===== config.mk =====
export PLATFORM = sky130hd
export DESIGN_NAME = cdq_cell
export DESIGN_NICKNAME = d
export VERILOG_FILES = /design/src/cdq_pkg.sv /design/src/cdq_cell.sv
export SDC_FILE = /design/constraint.sdc
export NUM_CORES = 1
export LEC_CHECK = 0
export ABC_AREA = 1
export BUFFER_PORTS_ARGS = -buffer_cell sky130_fd_sc_hd__buf_2
export CORE_ASPECT_RATIO = 0.5
export CORE_MARGIN = 5
export CORE_UTILIZATION = 56
export CTS_BUF_LIST = sky130_fd_sc_hd__clkbuf_4
export DETAILED_ROUTE_END_ITERATION = 6
export PLACE_DENSITY_LB_ADDON = 0.2
export SLEW_MARGIN = 40
export SYNTH_ARGS = -nofsm -noshare
export SYNTH_HDL_FRONTEND = slang
export SYNTH_SLANG_ARGS = --single-unit

===== constraint.sdc =====
create_clock -name clk -period 9.11 [get_ports clk]
set_input_delay 0.911 -clock clk [delete_from_list [all_inputs] [get_ports clk]]
set_output_delay 0.911 -clock clk [all_outputs]
set_load 0.1 [all_outputs]

===== src/cdq_pkg.sv =====
`timescale 1ns / 1ps
`default_nettype none
// ----------------------------------------------------------------------------
// cdq_pkg
// Shared types and constants of the circular deque.
// ----------------------------------------------------------------------------
package cdq_pkg;

  localparam int unsigned DEPTH_DEF = 128;

  localparam logic [3:0] K_PUSH_FRONT = 4'd0;
  localparam logic [3:0] K_PUSH_BACK  = 4'd1;
  localparam logic [3:0] K_POP_FRONT  = 4'd2;
  localparam logic [3:0] K_POP_BACK   = 4'd3;
  localparam logic [3:0] K_READ_FRONT = 4'd4;
  localparam logic [3:0] K_READ_BACK  = 4'd5;
  localparam logic [3:0] K_CLEAR      = 4'd6;
  localparam logic [3:0] K_REVERSE    = 4'd7;
  localparam logic [3:0] K_SORT       = 4'd8;
  localparam logic [3:0] K_STATUS     = 4'd9;

  localparam logic [1:0] ST_OK    = 2'd0;
  localparam logic [1:0] ST_OVFL  = 2'd1;
  localparam logic [1:0] ST_EMPTY = 2'd2;

  typedef struct packed {
    logic [3:0]         kind;
    logic signed [31:0] value;
  } in_beat_t;

  typedef struct packed {
    logic signed [31:0] read_value;
    logic               read_valid;
    logic [1:0]         status;
    logic [7:0]         count;
    logic               is_empty;
  } out_beat_t;

  // Row-wide command to every cell.
  typedef enum logic [2:0] {
    C_HOLD, C_SHR, C_SHL, C_LOADF, C_LOADB, C_ODD, C_EVEN
  } cell_op_t;

  // swap_all: odd/even phase swaps every in-range pair (reverse walk).
  typedef struct packed {
    cell_op_t           op;
    logic               swap_all;
    logic signed [31:0] word;
  } cell_ctl_t;

endpackage

`default_nettype wire


===== src/cdq_cell.sv =====
`timescale 1ns / 1ps
`default_nettype none
// ----------------------------------------------------------------------------
// cdq_cell
// One slot of the row: shifts, loads or swaps with its neighbors.
// ----------------------------------------------------------------------------
module cdq_cell
  import cdq_pkg::*;
(
  input  wire logic               clk,
  input  wire cell_ctl_t          ctl,
  input  wire logic               odd_pos,
  input  wire logic               in_range,
  input  wire logic               lo_in_range,
  input  wire logic               hi_in_range,
  input  wire logic signed [31:0] left,
  input  wire logic signed [31:0] right,
  output logic signed [31:0]      word
);

  logic signed [31:0] word_r;
  logic signed [31:0] word_nxt;
  logic               pair_lo_odd;
  logic               pair_lo_even;

  assign word = word_r;
  assign pair_lo_odd  = odd_pos;
  assign pair_lo_even = !odd_pos;

  always_comb begin
    word_nxt = word_r;
    case (ctl.op)
      C_SHR:   word_nxt = left;
      C_SHL:   word_nxt = right;
      C_LOADF: word_nxt = ctl.word;
      C_LOADB: word_nxt = ctl.word;
      C_ODD, C_EVEN: begin
        if ((ctl.op == C_ODD) ? pair_lo_odd : pair_lo_even) begin
          if (in_range && hi_in_range && (ctl.swap_all || word_r > right)) word_nxt = right;
        end else begin
          if (in_range && lo_in_range && (ctl.swap_all || left > word_r)) word_nxt = left;
        end
      end
      default: word_nxt = word_r;
    endcase
  end

  always_ff @(posedge clk) begin
    word_r <= word_nxt;
  end

endmodule

`default_nettype wire


==> impl_metrics.csv <==
group,metric,value,unit
worst_setup_path,worst_setup_path_end_kind,"register",
min_path,min_path_type,"primary input to register",
route,drc_errors,0,
sta,finalSetupTns,0,ps
floorplanning,chipHeight,67.32,um
finish,syn_to_final_growth,23.02,%
grt,grt_overflow,0,
pwr,irDropWorstVdd,0.08613,mV
finish,nets,771,
route,ant_nets,0,
synthesis,ys_seq_elements,32,
route,first_pass_iters,4,
floorplanning,start_util,0.5906,
synthesis,synthArstFlopShare,0,
clock_tree,cts-root-buf,"clkbuf_4",
route,viasPerCell,4.941,
sta,drv_slew,0,
sta,max-slew-margin-rel,0.5910,
clock_tree,post_cts_resized,0,
place,hpwl,7623,um
clock_tree,cts_made_buffers,5,
flow_run,cap_viol_max_count,0,
clock_tree,ctsHtreeMaxLevel,2,
worst_setup_path,critPathLaunchType,"primary input",
synthesis,syn_nets,633,
pwr,power_density,150.9,nW/um^2
synthesis,yosysWarnings,0,
clock_tree,post_cts_buffers,0,
grt,gr-usage-met3,0.04581,
synthesis,syn_area,3680,um^2
synthesis,synth-main-ff-cell,"edfxtp_1",
place,dpl.cell_count,683,
worst_setup_path,crit_top_cell,"nand2_1",
finish,final_common_cell,"buf_2",
clock_tree,ctsHoldBuffers,0,
sta,finalWorstSetupSlack,6011,ps
synthesis,synthCells,464,
grt,use_met2,0.3642,
sta,worstMarginPinSlew,612.6,ps
sta,finalSetupViolCount,0,
pwr,p_leak,2.571,nW
worst_setup_path,cp.arrival,3160,ps
synthesis,synth-edff-count,32,
grt,grt_antenna_before_repair,0,
synthesis,ys_seq_area_frac,0.2611,
sta,hold_violations,0,
sta,fin_worst_skew,12.71,ps
route,drtIter0Drc,168,
worst_setup_path,worstPathMaxFanout,17,
floorplanning,die_w,124.6,um
worst_setup_path,slowest_delay,450,ps
finish,fin_cells,691,
clock_tree,cts_buffer_depth,2,
sta,rsz0062_at_grt,"false",
synthesis,ys_types,29,
place,place_worst_setup_slack,5637,ps
clock_tree,cts_tree,"built",
worst_setup_path,rrSetupSlack,6240,ps
grt,grt_util_all_layers,0.2224,
grt,grt_busiest_layer,"met2",
grt,grt_pass1_wl,15140,um
floorplanning,io_pins,137,
grt,grt_use_met1,0.3119,
route,wl,9290,um
worst_setup_path,crit_required,9170,ps
worst_setup_path,crit_type,"primary input to register",
sta,fin_crit,3099,ps
grt,grt_max_degree,33,
finish,antenna_cells,0,
finish,final_cell_mix,"buf_2, inv_1, nand2_1, ha_1, edfxtp_1",
synthesis,synth.avg_cell_area,7.931,um^2
grt,grt_pass1_vias,3210,
run_status,status,"finished, final reports clean",
sta,post-route-period-util,0.3402,
finish,final_util,0.7265,
clock_tree,worstSkewPairLatency,350,ps
floorplanning,design.die.area,8391,um^2
floorplanning,row_count,20,
place,port_buffers,136,
route,wire_per_inst,13.44,um
floorplanning,core,6231,um^2
clock_tree,cts_num_sinks,32,
worst_setup_path,cp_cell_sequence,"buf_2 -> inv_1 -> ha_1 -> nand2_1 -> nor3_1 -> nor3b_2 -> nand2_1 -> a21oi_1 -> nand2_1 -> nand2_1 -> nand2_1 -> nand2_1 -> nand2_1 -> nor2_4 -> buf_16",
worst_setup_path,critical-path-slowest-cell,"nor2_4",
finish,largest_register_ffs,32,
place,gp_congestion,0.8123,
sta,max_freq,322.6,MHz
sta,timing.hold.ws,839.2,ps
route,vias,3414,
clock_tree,clk_pin_slew,120,ps
finish,drive_gt1_frac,0.3167,
[critical path, delay by kind of cell]
kind / cells / cell delay, ps
adder cells (fa/ha/maj): 1 / 290
buffers and inverters: 3 / 350
AO/OA/AOI/OAI: 1 / 130
AND/OR/NAND/NOR: 10 / 1460
[metrics by stage]
stage	instance area, um^2	power (mW)
after floorplan	3680	0.4888
after global placement	4407	0.5605
after detailed placement	4452	0.5734
after CTS	4527	0.6854
after global routing	4527	0.7302
final	4527	0.6830
[layer usage]
metal	share of wire	wire length [um]
met1	0.50	4664
met2	0.43	3985
met3	0.064	599
met4	0.0044	41
met5	0	0
[report_power, final]
part,leakage (nW),internal (mW),switching [mW]
clock,0.0403,0.0561,0.0563
sequential,0.313,0.189,0.0148
combinational,2.22,0.103,0.264
[cell families after synthesis]
kind of cell	Yosys count	synth area share
buf+inv	134	0.1489
simple gates	159	0.1761
xor+xnor	1	0.004421
flops	32	0.2611
compound gates	74	0.1918
fa+ha+maj	64	0.2176
[cells in the mapped netlist, types with 3 or more instances]
library cell	number	area (um^2)
inv_1	121	454.2
nand2_1	117	439.2
ha_1	64	800.8
edfxtp_1	32	960.9
o221ai_2	30	450.4
a21oi_1	26	130.1
nor2_1	25	93.84
o21ai_0	8	40.04
buf_6	6	67.56
nand3_1	5	25.02
nand4_1	5	31.28
inv_2	4	15.01
a21o_1	3	22.52
clkbuf_1	3	11.26
[final cells by class]
cell class,count,area (um^2)
Clock buffer,5,37.54
Clock inverter,3,37.54
Fill cell,516,1704
Inverter,125,471.7
Multi-Input combinational cell,298,2178
Sequential cell,32,960.9
Tap cell,88,110.1
Timing Repair Buffer,140,730.7
[final timing paths]
| check | from | end | cells past startpoint |
|---|---|---|---|
| max | right[23] | word[13] | 15 |
| min | ctl[29] | word[29] | 3 |
| max reg2reg | word[23] | word[13] | 13 |
| min reg2reg | word[31] | word[14] | 9 |
(Power assumes the default switching activity.)
